[config.mk]
export PLATFORM = sky130hd
export DESIGN_NAME = aabb_pair_collision_scan
export DESIGN_NICKNAME = d
export VERILOG_FILES = /design/src/rtl/core/apcs_pkg.sv /design/src/rtl/core/aabb_pair_collision_scan.sv /design/src/rtl/core/apcs_front.sv /design/src/rtl/core/apcs_back.sv
export SDC_FILE = /design/constraint.sdc
export NUM_CORES = 2
export LEC_CHECK = 0
export BUFFER_PORTS_ARGS = -buffer_cell sky130_fd_sc_hd__buf_2
export CAP_MARGIN = 20
export CORE_MARGIN = 1
export CORE_UTILIZATION = 30
export DETAILED_ROUTE_END_ITERATION = 16
export SLEW_MARGIN = 20
export SYNTH_ARGS = -nofsm -noshare
export SYNTH_HDL_FRONTEND = slang
export SYNTH_SLANG_ARGS = --single-unit
[constraint.sdc]
create_clock -name clock -period 19.25 [get_ports clock]
set_input_delay 1.925 -clock clock [delete_from_list [all_inputs] [get_ports clock]]
set_output_delay 1.925 -clock clock [all_outputs]
set_load 0.005 [all_outputs]
[src/rtl/core/apcs_pkg.sv]
`default_nettype none

package apcs_pkg;

   // Table size and the index width that follows from it.
   localparam int SLOTS = 8;
   localparam int IDX_W = (SLOTS > 1) ? $clog2(SLOTS) : 1;

   // Collider kinds and the notify mask built from the three registers.
   localparam int KINDS     = 12;
   localparam int MASK_W    = 48;
   localparam int MASK_BITS = 3 * MASK_W;

   // Configuration register indexes.
   localparam int CSR_IDX_W = 2;
   localparam logic [CSR_IDX_W-1:0] CSR_MASK_LOW  = 2'd0;
   localparam logic [CSR_IDX_W-1:0] CSR_MASK_MID  = 2'd1;
   localparam logic [CSR_IDX_W-1:0] CSR_MASK_HIGH = 2'd2;

   // Action codes on the request channel.
   localparam logic [2:0] ACT_ADD       = 3'd0;
   localparam logic [2:0] ACT_REMOVE    = 3'd1;
   localparam logic [2:0] ACT_CLEAR_ALL = 3'd2;
   localparam logic [2:0] ACT_CLEAR_MAP = 3'd3;
   localparam logic [2:0] ACT_SCAN      = 3'd4;

   // Status codes on the response channel.
   localparam logic [1:0] STATUS_DONE = 2'd0;
   localparam logic [1:0] STATUS_FULL = 2'd1;
   localparam logic [1:0] STATUS_PAIR = 2'd2;
   localparam logic [1:0] STATUS_NONE = 2'd3;

   // Depth of the command queue between front and back.
   localparam int QUEUE_DEPTH = 2;
   localparam int QPTR_W      = 1;
   localparam int QCNT_W      = 2;

   // Classified operation handed from the front to the back.
   typedef enum logic [2:0] {
      OP_ADD,
      OP_REMOVE,
      OP_CLEAR_ALL,
      OP_CLEAR_MAP,
      OP_SCAN,
      OP_NOP
   } op_type;

   typedef struct packed {
      op_type             op;
      logic [IDX_W-1:0]   slot;
      logic signed [15:0] rect_x;
      logic signed [15:0] rect_y;
      logic [11:0]        rect_w;
      logic [11:0]        rect_h;
      logic [3:0]         kind;
      logic               has_listener;
      logic               map_flag;
   } cmd_type;

   // One table entry as held in the slot memory.
   typedef struct packed {
      logic signed [15:0] x;
      logic signed [15:0] y;
      logic [11:0]        w;
      logic [11:0]        h;
      logic [3:0]         kind;
      logic               listens;
   } entry_type;

   // A found pair waiting to be sent.
   typedef struct packed {
      logic [IDX_W-1:0] slot_a;
      logic [IDX_W-1:0] slot_b;
      logic             notify_a;
      logic             notify_b;
   } pair_type;

   typedef enum logic [1:0] {
      ST_IDLE,
      ST_SCAN_A,
      ST_SCAN_PAIR,
      ST_SCAN_END
   } back_state_type;

endpackage

`default_nettype wire

[src/rtl/core/aabb_pair_collision_scan.sv]
`default_nettype none

// Channel   Direction  Handshake          Payload
// req_      in         req_valid/stall    action, slot, rect_x/y/w/h, kind, flags
// rsp_      out        rsp_valid/stall    status, slot_a/b, notify_a/b, last
// csr_      in         csr_we             csr_index, csr_wdata (mask rows)
//
// Add, remove and the clears are handled in the back end and give one beat.
// A scan tests every pair of slots, one pair per cycle through the single read
// port of the slot memory while no stalled response holds it.
// Reset is synchronous; it empties the table and zeroes the notify mask.
// A two-entry command queue lets requests enter while the back end is busy.
// A stalled response holds the scan at the next pair that must be sent.

module aabb_pair_collision_scan (
   input  wire logic                            clock,
   input  wire logic                            reset,
   input  wire logic                            req_valid,
   output logic                                 req_stall,
   input  wire logic [2:0]                      req_action,
   input  wire logic [2:0]                      req_slot,
   input  wire logic signed [15:0]              req_rect_x,
   input  wire logic signed [15:0]              req_rect_y,
   input  wire logic [11:0]                     req_rect_w,
   input  wire logic [11:0]                     req_rect_h,
   input  wire logic [3:0]                      req_kind,
   input  wire logic                            req_has_listener,
   input  wire logic                            req_map_flag,
   output logic                                 rsp_valid,
   input  wire logic                            rsp_stall,
   output logic [1:0]                           rsp_status,
   output logic [2:0]                           rsp_slot_a,
   output logic [2:0]                           rsp_slot_b,
   output logic                                 rsp_notify_a,
   output logic                                 rsp_notify_b,
   output logic                                 rsp_last,
   input  wire logic                            csr_we,
   input  wire logic [apcs_pkg::CSR_IDX_W-1:0]  csr_index,
   input  wire logic [apcs_pkg::MASK_W-1:0]     csr_wdata
);
   import apcs_pkg::*;

   logic    cmd_valid;
   logic    cmd_pop;
   cmd_type cmd;

   // Front end: accepts and classifies request beats.
   apcs_front u_front (
      .clock            (clock),
      .reset            (reset),
      .req_valid        (req_valid),
      .req_stall        (req_stall),
      .req_action       (req_action),
      .req_slot         (req_slot),
      .req_rect_x       (req_rect_x),
      .req_rect_y       (req_rect_y),
      .req_rect_w       (req_rect_w),
      .req_rect_h       (req_rect_h),
      .req_kind         (req_kind),
      .req_has_listener (req_has_listener),
      .req_map_flag     (req_map_flag),
      .cmd_valid        (cmd_valid),
      .cmd              (cmd),
      .cmd_pop          (cmd_pop)
   );

   // Back end: slot table, scan sequencer and response register.
   apcs_back u_back (
      .clock        (clock),
      .reset        (reset),
      .cmd_valid    (cmd_valid),
      .cmd          (cmd),
      .cmd_pop      (cmd_pop),
      .csr_we       (csr_we),
      .csr_index    (csr_index),
      .csr_wdata    (csr_wdata),
      .rsp_valid    (rsp_valid),
      .rsp_stall    (rsp_stall),
      .rsp_status   (rsp_status),
      .rsp_slot_a   (rsp_slot_a),
      .rsp_slot_b   (rsp_slot_b),
      .rsp_notify_a (rsp_notify_a),
      .rsp_notify_b (rsp_notify_b),
      .rsp_last     (rsp_last)
   );

endmodule

`default_nettype wire

[src/rtl/core/apcs_front.sv]
`default_nettype none

module apcs_front (
   input  wire logic               clock,
   input  wire logic               reset,
   input  wire logic               req_valid,
   output logic                    req_stall,
   input  wire logic [2:0]         req_action,
   input  wire logic [2:0]         req_slot,
   input  wire logic signed [15:0] req_rect_x,
   input  wire logic signed [15:0] req_rect_y,
   input  wire logic [11:0]        req_rect_w,
   input  wire logic [11:0]        req_rect_h,
   input  wire logic [3:0]         req_kind,
   input  wire logic               req_has_listener,
   input  wire logic               req_map_flag,
   output logic                    cmd_valid,
   output apcs_pkg::cmd_type       cmd,
   input  wire logic               cmd_pop
);
   import apcs_pkg::*;

   cmd_type           q_ff [QUEUE_DEPTH];
   logic [QPTR_W-1:0] wr_ptr_ff, wr_ptr_in;
   logic [QPTR_W-1:0] rd_ptr_ff, rd_ptr_in;
   logic [QCNT_W-1:0] count_ff, count_in;
   cmd_type           cls;
   logic              push;

   // Classify the incoming beat into an operation for the back end.
   always_comb begin
      cls.slot         = IDX_W'(req_slot);
      cls.rect_x       = req_rect_x;
      cls.rect_y       = req_rect_y;
      cls.rect_w       = req_rect_w;
      cls.rect_h       = req_rect_h;
      cls.kind         = req_kind;
      cls.has_listener = req_has_listener;
      cls.map_flag     = req_map_flag;
      unique case (req_action)
         ACT_ADD:       cls.op = OP_ADD;
         ACT_REMOVE:    cls.op = ({1'b0, req_slot} < SLOTS) ? OP_REMOVE : OP_NOP;
         ACT_CLEAR_ALL: cls.op = OP_CLEAR_ALL;
         ACT_CLEAR_MAP: cls.op = OP_CLEAR_MAP;
         ACT_SCAN:      cls.op = OP_SCAN;
         default:       cls.op = OP_NOP;
      endcase
   end

   // Queue bookkeeping.
   assign req_stall = (count_ff == QCNT_W'(QUEUE_DEPTH));
   assign push      = req_valid && !req_stall;
   assign cmd_valid = (count_ff != '0);
   assign cmd       = q_ff[rd_ptr_ff];

   always_comb begin
      wr_ptr_in = push    ? wr_ptr_ff + 1'b1 : wr_ptr_ff;
      rd_ptr_in = cmd_pop ? rd_ptr_ff + 1'b1 : rd_ptr_ff;
      case ({push, cmd_pop})
         2'b10:   count_in = count_ff + 1'b1;
         2'b01:   count_in = count_ff - 1'b1;
         default: count_in = count_ff;
      endcase
   end

   always_ff @(posedge clock) begin
      if (reset) begin
         wr_ptr_ff <= '0;
         rd_ptr_ff <= '0;
         count_ff  <= '0;
      end else begin
         wr_ptr_ff <= wr_ptr_in;
         rd_ptr_ff <= rd_ptr_in;
         count_ff  <= count_in;
      end
   end

   // Queue storage carries payload only.
   always_ff @(posedge clock) begin
      if (push) begin
         q_ff[wr_ptr_ff] <= cls;
      end
   end

endmodule

`default_nettype wire

[src/rtl/core/apcs_back.sv]
`default_nettype none

module apcs_back (
   input  wire logic                            clock,
   input  wire logic                            reset,
   input  wire logic                            cmd_valid,
   input  wire apcs_pkg::cmd_type               cmd,
   output logic                                 cmd_pop,
   input  wire logic                            csr_we,
   input  wire logic [apcs_pkg::CSR_IDX_W-1:0]  csr_index,
   input  wire logic [apcs_pkg::MASK_W-1:0]     csr_wdata,
   output logic                                 rsp_valid,
   input  wire logic                            rsp_stall,
   output logic [1:0]                           rsp_status,
   output logic [2:0]                           rsp_slot_a,
   output logic [2:0]                           rsp_slot_b,
   output logic                                 rsp_notify_a,
   output logic                                 rsp_notify_b,
   output logic                                 rsp_last
);
   import apcs_pkg::*;

   // Strict overlap test with 17-bit edge sums.
   function automatic logic boxes_overlap(entry_type a, entry_type b);
      logic signed [16:0] ax, ay, bx, by, axw, ayh, bxw, byh;
      ax  = $signed({a.x[15], a.x});
      ay  = $signed({a.y[15], a.y});
      bx  = $signed({b.x[15], b.x});
      by  = $signed({b.y[15], b.y});
      axw = ax + $signed({5'b0, a.w});
      ayh = ay + $signed({5'b0, a.h});
      bxw = bx + $signed({5'b0, b.w});
      byh = by + $signed({5'b0, b.h});
      return (ax < bxw) && (axw > bx) && (ay < byh) && (ayh > by);
   endfunction

   // Kind-pair mask lookup; kinds outside the table read as zero.
   function automatic logic mask_bit(logic [MASK_BITS-1:0] m, logic [3:0] row,
                                     logic [3:0] col);
      logic [7:0] pos;
      pos = 8'(row) * 8'(KINDS) + 8'(col);
      if (({4'b0, row} < 8'(KINDS)) && ({4'b0, col} < 8'(KINDS))) begin
         return m[pos];
      end
      return 1'b0;
   endfunction

   back_state_type        state_ff, state_in;
   logic [MASK_W-1:0]     mask_low_ff, mask_mid_ff, mask_high_ff;
   logic [MASK_BITS-1:0]  mask_flat;
   logic [SLOTS-1:0]      valid_ff, valid_in;
   logic [SLOTS-1:0]      map_ff, map_in;
   entry_type             mem [SLOTS];
   entry_type             rd_ff;
   logic [IDX_W-1:0]      rd_addr;
   logic                  mem_we;
   entry_type             wr_entry;
   logic [IDX_W-1:0]      i_ff, i_in, k_ff, k_in;
   entry_type             a_ff, a_in, next_a_ff, next_a_in;
   logic                  pend_valid_ff, pend_valid_in;
   pair_type              pend_ff, pend_in;
   pair_type              found;
   logic                  free_found;
   logic [IDX_W-1:0]      free_idx;
   logic                  out_free, hit, advance, last_k, last_row;
   logic                  out_load;
   logic                  rsp_valid_ff;
   logic [1:0]            rsp_status_ff, rsp_status_in;
   logic [2:0]            rsp_slot_a_ff, rsp_slot_a_in;
   logic [2:0]            rsp_slot_b_ff, rsp_slot_b_in;
   logic                  rsp_notify_a_ff, rsp_notify_a_in;
   logic                  rsp_notify_b_ff, rsp_notify_b_in;
   logic                  rsp_last_ff, rsp_last_in;

   // Mask registers, written by index.
   always_ff @(posedge clock) begin
      if (reset) begin
         mask_low_ff  <= '0;
         mask_mid_ff  <= '0;
         mask_high_ff <= '0;
      end else if (csr_we) begin
         unique case (csr_index)
            CSR_MASK_LOW:  mask_low_ff  <= csr_wdata;
            CSR_MASK_MID:  mask_mid_ff  <= csr_wdata;
            CSR_MASK_HIGH: mask_high_ff <= csr_wdata;
            default:       ;
         endcase
      end
   end

   assign mask_flat = {mask_high_ff, mask_mid_ff, mask_low_ff};

   // Lowest free slot for an add.
   always_comb begin
      free_found = 1'b0;
      free_idx   = '0;
      for (int s = SLOTS - 1; s >= 0; s--) begin
         if (!valid_ff[s]) begin
            free_found = 1'b1;
            free_idx   = IDX_W'(s);
         end
      end
   end

   // Pair test between the held row entry and the entry just read.
   assign out_free = !rsp_valid_ff || !rsp_stall;
   assign hit      = valid_ff[i_ff] && valid_ff[k_ff] && boxes_overlap(a_ff, rd_ff);
   assign last_k   = (k_ff == IDX_W'(SLOTS - 1));
   assign last_row = (i_ff == IDX_W'(SLOTS - 2));
   assign advance  = !(hit && pend_valid_ff && !out_free);

   always_comb begin
      found.slot_a   = i_ff;
      found.slot_b   = k_ff;
      found.notify_a = mask_bit(mask_flat, a_ff.kind, rd_ff.kind) && a_ff.listens;
      found.notify_b = mask_bit(mask_flat, rd_ff.kind, a_ff.kind) && rd_ff.listens;
   end

   always_comb begin
      wr_entry.x       = cmd.rect_x;
      wr_entry.y       = cmd.rect_y;
      wr_entry.w       = cmd.rect_w;
      wr_entry.h       = cmd.rect_h;
      wr_entry.kind    = cmd.kind;
      wr_entry.listens = cmd.has_listener;
   end

   // Next state.
   always_comb begin
      state_in = state_ff;
      unique case (state_ff)
         ST_IDLE: begin
            if (cmd_valid && (cmd.op == OP_SCAN)) begin
               state_in = ST_SCAN_A;
            end
         end
         ST_SCAN_A: state_in = ST_SCAN_PAIR;
         ST_SCAN_PAIR: begin
            if (advance && last_k && last_row) begin
               state_in = ST_SCAN_END;
            end
         end
         ST_SCAN_END: begin
            if (out_free) begin
               state_in = ST_IDLE;
            end
         end
         default: state_in = ST_IDLE;
      endcase
   end

   // Datapath and result selection for each state.
   always_comb begin
      cmd_pop         = 1'b0;
      mem_we          = 1'b0;
      rd_addr         = '0;
      valid_in        = valid_ff;
      map_in          = map_ff;
      i_in            = i_ff;
      k_in            = k_ff;
      a_in            = a_ff;
      next_a_in       = next_a_ff;
      pend_valid_in   = pend_valid_ff;
      pend_in         = pend_ff;
      out_load        = 1'b0;
      rsp_status_in   = STATUS_DONE;
      rsp_slot_a_in   = '0;
      rsp_slot_b_in   = '0;
      rsp_notify_a_in = 1'b0;
      rsp_notify_b_in = 1'b0;
      rsp_last_in     = 1'b0;
      unique case (state_ff)
         ST_IDLE: begin
            if (cmd_valid && (cmd.op == OP_SCAN)) begin
               cmd_pop       = 1'b1;
               pend_valid_in = 1'b0;
            end else if (cmd_valid && out_free) begin
               cmd_pop     = 1'b1;
               out_load    = 1'b1;
               rsp_last_in = 1'b1;
               case (cmd.op)
                  OP_ADD: begin
                     if (free_found) begin
                        mem_we             = 1'b1;
                        valid_in[free_idx] = 1'b1;
                        map_in[free_idx]   = cmd.map_flag;
                        rsp_slot_a_in      = 3'(free_idx);
                     end else begin
                        rsp_status_in = STATUS_FULL;
                     end
                  end
                  OP_REMOVE:    valid_in[cmd.slot] = 1'b0;
                  OP_CLEAR_ALL: valid_in = '0;
                  OP_CLEAR_MAP: valid_in = valid_ff & ~map_ff;
                  default:      ;
               endcase
            end
         end
         ST_SCAN_A: begin
            a_in    = rd_ff;
            i_in    = '0;
            k_in    = IDX_W'(1);
            rd_addr = IDX_W'(1);
         end
         ST_SCAN_PAIR: begin
            // The entry next to the row head becomes the next row head.
            if (k_ff == i_ff + IDX_W'(1)) begin
               next_a_in = rd_ff;
            end
            if (advance) begin
               if (hit) begin
                  pend_valid_in = 1'b1;
                  pend_in       = found;
                  if (pend_valid_ff) begin
                     out_load        = 1'b1;
                     rsp_status_in   = STATUS_PAIR;
                     rsp_slot_a_in   = 3'(pend_ff.slot_a);
                     rsp_slot_b_in   = 3'(pend_ff.slot_b);
                     rsp_notify_a_in = pend_ff.notify_a;
                     rsp_notify_b_in = pend_ff.notify_b;
                  end
               end
               if (last_k) begin
                  if (!last_row) begin
                     i_in    = i_ff + IDX_W'(1);
                     k_in    = i_ff + IDX_W'(2);
                     a_in    = next_a_ff;
                     rd_addr = i_ff + IDX_W'(2);
                  end
               end else begin
                  k_in    = k_ff + IDX_W'(1);
                  rd_addr = k_ff + IDX_W'(1);
               end
            end else begin
               rd_addr = k_ff;
            end
         end
         ST_SCAN_END: begin
            if (out_free) begin
               out_load      = 1'b1;
               rsp_last_in   = 1'b1;
               pend_valid_in = 1'b0;
               if (pend_valid_ff) begin
                  rsp_status_in   = STATUS_PAIR;
                  rsp_slot_a_in   = 3'(pend_ff.slot_a);
                  rsp_slot_b_in   = 3'(pend_ff.slot_b);
                  rsp_notify_a_in = pend_ff.notify_a;
                  rsp_notify_b_in = pend_ff.notify_b;
               end else begin
                  rsp_status_in = STATUS_NONE;
               end
            end
         end
         default: ;
      endcase
   end

   // Control registers.
   always_ff @(posedge clock) begin
      if (reset) begin
         state_ff      <= ST_IDLE;
         valid_ff      <= '0;
         pend_valid_ff <= 1'b0;
         rsp_valid_ff  <= 1'b0;
      end else begin
         state_ff      <= state_in;
         valid_ff      <= valid_in;
         pend_valid_ff <= pend_valid_in;
         if (out_load) begin
            rsp_valid_ff <= 1'b1;
         end else if (!rsp_stall) begin
            rsp_valid_ff <= 1'b0;
         end
      end
   end

   // Payload registers.
   always_ff @(posedge clock) begin
      map_ff    <= map_in;
      i_ff      <= i_in;
      k_ff      <= k_in;
      a_ff      <= a_in;
      next_a_ff <= next_a_in;
      pend_ff   <= pend_in;
      if (out_load) begin
         rsp_status_ff   <= rsp_status_in;
         rsp_slot_a_ff   <= rsp_slot_a_in;
         rsp_slot_b_ff   <= rsp_slot_b_in;
         rsp_notify_a_ff <= rsp_notify_a_in;
         rsp_notify_b_ff <= rsp_notify_b_in;
         rsp_last_ff     <= rsp_last_in;
      end
   end

   // Slot memory: one write port, one registered read port.
   always_ff @(posedge clock) begin
      if (mem_we) begin
         mem[free_idx] <= wr_entry;
      end
      rd_ff <= mem[rd_addr];
   end

   assign rsp_valid    = rsp_valid_ff;
   assign rsp_status   = rsp_status_ff;
   assign rsp_slot_a   = rsp_slot_a_ff;
   assign rsp_slot_b   = rsp_slot_b_ff;
   assign rsp_notify_a = rsp_notify_a_ff;
   assign rsp_notify_b = rsp_notify_b_ff;
   assign rsp_last     = rsp_last_ff;

   // A command leaves the queue only when the back end is idle.
   a_pop_idle: assert property (@(posedge clock) disable iff (reset)
      cmd_pop |-> (state_ff == ST_IDLE) && cmd_valid)
      else $error("command taken outside idle");

   // The output register is never loaded over a held beat.
   a_no_overwrite: assert property (@(posedge clock) disable iff (reset)
      out_load |-> (!rsp_valid_ff || !rsp_stall))
      else $error("result register overwritten");

   // No pair may be left pending once a scan has finished.
   a_pend_clear: assert property (@(posedge clock) disable iff (reset)
      (state_ff == ST_IDLE) |-> !pend_valid_ff)
      else $error("pending pair left after scan");

   // The scan only ever visits pairs with the higher slot second.
   a_pair_order: assert property (@(posedge clock) disable iff (reset)
      (state_ff == ST_SCAN_PAIR) |-> (k_ff > i_ff))
      else $error("scan pair out of order");

endmodule

`default_nettype wire

# Word-level counts from Yosys, hierarchy flattened
# Memory sizes are Yosys's and may differ from the RTL's. A register that Yosys moved wholly into a read port is not among the register bits.
# Cells that the tools add are included.
word_totals:
  regBits: 315
  ramBits: 624
  inputBits: 123
  output_inout_bits: 13
  elab_cells: 265
  n_memories: 2
memory_table:
  columns: ["name", "words", "word_bits", "rd", "rd_ports_with_merged_regs", "wr", "line", "rtl"]
  rows:
  - ["u_back.mem", 8, 61, 1, 1, 1, "apcs_back.sv:53", "entry_type mem [SLOTS];"]
  - ["u_front.q_ff", 2, 68, 1, 1, 1, "apcs_front.sv:23", "cmd_type q_ff [QUEUE_DEPTH];"]
classes:
  addsub: 13
  multipliers: 2
  order_cmp: 14
  eq_ne: 29
  mux: 120
  n_bitwise: 7
  reduce_logical: 43
ops:
  columns: ["operator", "count"]
  rows:
  - ["$mux W61", 3]
  - ["$pmux W61 S2", 1]
  - ["$mux W3", 29]
  - ["$add A16 B13 Y17", 4]
  - ["$mux W1", 54]
  - ["$gt A17 B16 Y1", 2]
  - ["$lt A16 B17 Y1", 2]
  - ["$pmux W8 S4", 1]
  - ["$pmux W3 S2", 4]
  - ["$mux W2", 10]
  - ["$lt A8 B9 Y1 const B", 2]
  - ["$logic_and A1 B1 Y1", 17]
  - ["$add A8 B4 Y8", 2]
  - ["$and A8 B8 Y8", 2]
  - ["$bmux W1 S8", 2]
  - ["$lt A3 B4 Y1 const B", 4]
  - ["$not A8 Y8", 2]
  - ["$pmux W3 S5", 1]
  - ["$reduce_and A5 Y1", 3]
  - ["$ne A2 B1 Y1 const B", 7]
  - ["$eq A3 B2 Y1 const B", 4]
  - ["$eq A3 B3 Y1 const B", 4]
  - ["$mul A4 B2 Y6 const B", 2]
  - ["$eq A2 B2 Y1 const B", 5]
  - ["34 further kinds", 61]

# Depth between registers and ports, before layout
depth:
  ltp_word: 15
  ltp_mapped: 29
  mapped_depth_nobuf: 26

# Cells and area by module
# A second synthesis with hierarchy kept.
unflattened:
  hier_cells: 3193
  area_unflattened_um2: 44172.4
modules_own_cells:
  columns: ["mod", "n_inst", "cells_per_inst", "area_each_um2", "seq_area_each_um2"]
  rows:
  - ["apcs_back", 1, 2953, 39028.7, 23652.7]
  - ["apcs_front", 1, 240, 5143.7, 4184.0]

# Worst setup path after synthesis
# Ideal clock, no wire load.
synth_timing:
  kind: "input port to flip-flop"
  startpoint: "input rsp_stall"
  endpoint: "memory u_back.mem[3][0] in the netlist's numbering, enable pin"
  setup_time_ns: 0.568
  t_arrival_ns: 7.739
  required_time_ns: 18.682
  path_slack_ns: 10.943
  stages: 6
  path_buffers: 1
  path_cell_list: "and2_1 -> clkbuf_1 -> or3_1 -> nor3_1 -> nand3_1 -> nor3b_1"
synth_via:
  elab_chain_cells: 8
synth_lines:
  columns: ["item", "line", "rtl"]
  rows:
  - ["start: declaration", "aabb_pair_collision_scan.sv:30", "input wire logic rsp_stall,"]
  - ["$logic_not A1 Y1", "apcs_back.sv:106", "assign out_free = !rsp_valid_ff || !rsp_stall;"]
  - ["$logic_or A1 B1 Y1", "apcs_back.sv:106", null]
  - ["$logic_and A1 B1 Y1", "apcs_back.sv:177", "end else if (cmd_valid && out_free) begin"]
  - ["$mux W1", "apcs_back.sv:177", null]
  - ["$mux W1", "apcs_back.sv:174", "if (cmd_valid && (cmd.op == OP_SCAN)) begin"]
  - ["$mux W1", "apcs_back.sv:172", "unique case (state_ff)"]
  - ["$mux W1", "apcs_back.sv:297", "if (mem_we) begin"]
  - ["$mux W1 (implied by the code)", "apcs_back.sv:298", "mem[free_idx] <= wr_entry;"]
  - ["end: declaration", "apcs_back.sv:53", null]
# Every way passes these cells.

# Final worst setup path
layout_timing:
  startpoint: "register, netlist name u_back.rd_ff[29]"
  endpoint: "register, netlist name u_back.rd_ff[9]"
layout_via:
  elab_chain_cells: 9
  elab_cells_between_ends: 10
  classes_between: "1 x add/sub; 2 x order compare; 2 x mux; 5 x reduce/logical"
layout_lines:
  columns: ["item", "line", "rtl"]
  rows:
  - ["$add A16 B13 Y17", "apcs_back.sv:33", "byh = by + $signed({5'b0, b.h});"]
  - ["$lt A16 B17 Y1", "apcs_back.sv:34", "return (ax < bxw) && (axw > bx) && (ay < byh) && (ayh > by);"]
  - ["$logic_and A1 B1 Y1", "apcs_back.sv:34", null]
  - ["$logic_and A1 B1 Y1 *", "apcs_back.sv:34", null]
  - ["$logic_and A1 B1 Y1 *", "apcs_back.sv:107", "assign hit = valid_ff[i_ff] && valid_ff[k_ff] && boxes_overlap(a_ff, rd_ff);"]
  - ["$logic_and A1 B1 Y1 * (2 in a row)", "apcs_back.sv:110", "assign advance = !(hit && pend_valid_ff && !out_free);"]
  - ["$mux W3 *", "apcs_back.sv:210", "if (advance) begin"]
  - ["$pmux W3 S2 *", "apcs_back.sv:172", null]
# Every way passes the cells marked *; elsewhere a longest branch is shown, timed or not.
# A chain may end at the register's enable or synchronous reset.

==> flow_summary.json <==
{
  "worst_pin_slew_ns": 1.07,
  "yosys_warnings": 0,
  "cts_hold_buf": 0,
  "first_global_vias": 25300,
  "cts-buffers-inserted": 103,
  "drive_gt1_frac": 0.173,
  "fill_cells": 13800,
  "final_cell_area_mm2": 0.0495,
  "r2r_setup_slack_ns": 11.40,
  "syn-num-nets": 3482,
  "ant_nets": 0,
  "nNetsFinal": 3596,
  "worstPathMaxFanout": 169,
  "route.met3.wl_um": 5030,
  "drc": 0,
  "rsz0062_at_grt": "false",
  "chipHeight_um": 382,
  "start_util": 0.304,
  "cts_sinks": 1001,
  "synthArstFlopShare": 0,
  "grt_max_degree": 170,
  "io_buffers": 135,
  "drt_wl_total_um": 103000,
  "maxCapViolCount": 0,
  "critical_path_class": "flip-flop to flip-flop",
  "rows": 138,
  "hold_depth": 0,
  "grt_pass1_wl_um": 156000,
  "root_buffer": "clkbuf_16",
  "antenna_found_initial": 15,
  "post_cts_resized": 0,
  "final_common_cell": "edfxtp_1",
  "wl_met1_um": 46500,
  "die-area_mm2": 0.146,
  "wl_met2_um": 49200,
  "firstDrtPassIters": 5,
  "area_delta_synth_final_pct": 14.4,
  "wire_per_inst_um": 19.4,
  "hold_start": "u_back.rd_ff[5]$_DFF_P_",
  "final_cell_mix": "779 x edfxtp_1, 553 x nand2_1, 261 x a21oi_1",
  "io_pins": 136,
  "cts_tree": "done",
  "p_per_area_mw_per_mm2": 129,
  "cts_buffer_depth": 3,
  "dp_hpwl_um": 63300,
  "min_period_ns": 7.85,
  "rr_endpoint": "u_back.rd_ff[9]$_DFF_P_",
  "hold_end": "u_back.next_a_ff[5]$_DFFE_PP_",
  "power.total_mw": 6.40,
  "post-cts-setup-buffers": 0,
  "finalHoldViolations": 0,
  "fmax_mhz": 127,
  "multiInputGateArea_mm2": 0.0146,
  "placedInstanceArea_mm2": 0.0461,
  "first_iter_violations": 1803,
  "viasPerCell": 4.86,
  "post-route-period-util": 0.408,
  "synth_ff_type": "edfxtp_1",
  "min_path_type": "flip-flop to flip-flop",
  "seq_area_mm2": 0.0278,
  "globalRouteOverflowTotal": 0,
  "ys_seq_elements": 1001,
  "fin_tns_setup_ns": 0,
  "setup_violations": 0,
  "grt_usage": 0.139,
  "synth.yosys.seq_area_share": 0.643,
  "routabilityCongestion": 0.806,
  "cp.arrival_ns": 8.46,
  "reg2reg_from": "u_back.rd_ff[29]$_DFF_P_",
  "clkSlewWorstSetupHoldPaths_ns": 0.06,
  "vias": 25800,
  "total_leakage_power_nw": 16.8,
  "worstPathRequired_ns": 19.85,
  "fin_worst_skew_ns": 0.0404,
  "syn_area_per_cell_um2": 13.5,
  "yosysUniqueCellTypes": 75,
  "synth_area_mm2": 0.0433,
  "relSlewSlack": 0.286,
  "cp-end-kind": "flip-flop",
  "insertion_delay_ns": 0.72,
  "r2r_cells": 27,
  "synth_edf_count": 779,
  "slew_viol_final": 0,
  "die-width_um": 382,
  "peakVddDrop_mv": 0.0744,
  "core_mm2": 0.142,
  "dr.max_layer_used": "met5",
  "htree_levels": 3,
  "status": "completed",
  "crit_path_start_kind": "flip-flop",
  "synthCells": 3216
}
==> metal layers <==
layer,track usage,up-vias
li1,-,12200
met1,0.188,12900
met2,0.229,576
met3,0.0227,148
met4,0.0394,12
met5,0,-
==> worst max path at each step <==
stage               slack, ns  cells after the start                         end                      from
CTS                     11.44                     27     u_back.rd_ff[9]$_DFF_P_  u_back.rd_ff[29]$_DFF_P_
floorplan               10.94                      6  u_back.mem[3][0]$_DFFE_PP_                 rsp_stall
global placement        11.46                     27    u_back.rd_ff[12]$_DFF_P_  u_back.rd_ff[29]$_DFF_P_
detailed placement      11.46                     27    u_back.rd_ff[14]$_DFF_P_  u_back.rd_ff[29]$_DFF_P_
finish                  11.40                     27     u_back.rd_ff[9]$_DFF_P_  u_back.rd_ff[29]$_DFF_P_
global route            10.73                     27     u_back.rd_ff[9]$_DFF_P_  u_back.rd_ff[29]$_DFF_P_
==> area by class of cell <==
type / instances / area share
timing repair buffer: 177 / 0.0211
tap: 1890 / 0.0478
clock buffer: 143 / 0.0572
inverter: 81 / 0.00614
sequential: 1001 / 0.563
clock inverter: 51 / 0.0109
antenna: 2 / 0.000101
multi-input combinational: 1966 / 0.294
==> Yosys cell counts (all sizes together), types with 6 or more instances <==
cell,count,share of area
ha,135,0.039
a211oi,128,0.027
buf,37,0.0054
o21ai,71,0.0082
nor3b,8,0.0014
a21boi,7,0.0012
nand2b,15,0.0022
xor2,24,0.0049
fa,8,0.0037
o21bai,6,0.0010
nand4,9,0.0013
mux2i,75,0.017
mux2,99,0.026
mux4,90,0.047
inv,81,0.0070
clkbuf,131,0.011
o211ai,8,0.0014
nor2b,21,0.0030
a32o,60,0.014
a21o,20,0.0035
and2,72,0.010
nand2,554,0.048
nor2,100,0.0088
a221oi,8,0.0016
dfxtp,222,0.10
xnor2,46,0.0093
and3,8,0.0012
edfxtp,779,0.54
a21oi,261,0.030
o21a,11,0.0019
nand3,24,0.0028
nor3,31,0.0038
==> sequential cells by signal, summed over array words and instances, names as in the netlist, 2 cells and up, named ones only <==
name                 cells
u_back.rsp_status        2
u_back.mem             488
u_front.count_ff         2
u_back.rsp_slot_b        3
u_back.k_ff              3
u_back.a_ff             61
u_back.pend_ff           8
u_back.state_ff          2
u_back.i_ff              3
u_back.valid_ff          8
u_back.mask_high_ff     48
u_back.rsp_slot_a        3
u_back.mask_low_ff      48
u_back.rd_ff            61
u_back.map_ff            8
u_front.q_ff           136
u_back.mask_mid_ff      48
u_back.next_a_ff        61
==> kinds of logic after synthesis <==
family          synth area share
fa+ha+maj                 0.0427
compound gates            0.0985
mux                       0.0900
buf+inv                   0.0238
xor+xnor                  0.0142
simple gates              0.0875
flops                      0.643
==> stage by stage <==
stage / hold WS (ns) / instances / util / setup slack (ns)
2_1_floorplan: 0.418 / 3216 / - / 10.94
3_3_place_gp: 0.440 / 5111 / 0.324 / 11.46
3_5_place_dp: 0.448 / 5114 / 0.324 / 11.46
4_1_cts: 0.463 / 5308 / 0.348 / 11.44
5_1_grt: 0.473 / 5309 / 0.348 / 10.73
6_report: 0.462 / 5311 / 0.348 / 11.40
==> critical path: stages, from the launching register on <==
cell and delay [ns]:
dfxtp_1 0.33, ha_1 0.22, fa_1 0.41, a21o_1 0.17, a21oi_1 0.22, o21bai_1 0.09
a21oi_1 0.22, nor2b_1 0.07, o21a_1 0.18, nor3_1 0.14, nor2_1 0.09, o41ai_1 0.57
nor3_1 0.13, xnor2_1 0.16, ha_1 0.19, a211oi_1 0.20, mux2i_1 0.13, nor3_1 0.19
o211ai_1 0.10, or4_4 0.55, or4_4 0.58, nor3_4 0.24, o31a_2 0.20, buf_12 0.63
buf_4 0.87, nand2_1 0.12, a32o_1 0.28, a211oi_1 0.21
==> power by group <==
part / leakage [nW] / internal, mW / switching (mW)
logic: 6.31 / 0.679 / 0.995
clock network: 1.64 / 1.13 / 0.839
registers: 8.90 / 2.63 / 0.132
No activity file was read; power rests on OpenSTA's default activity.
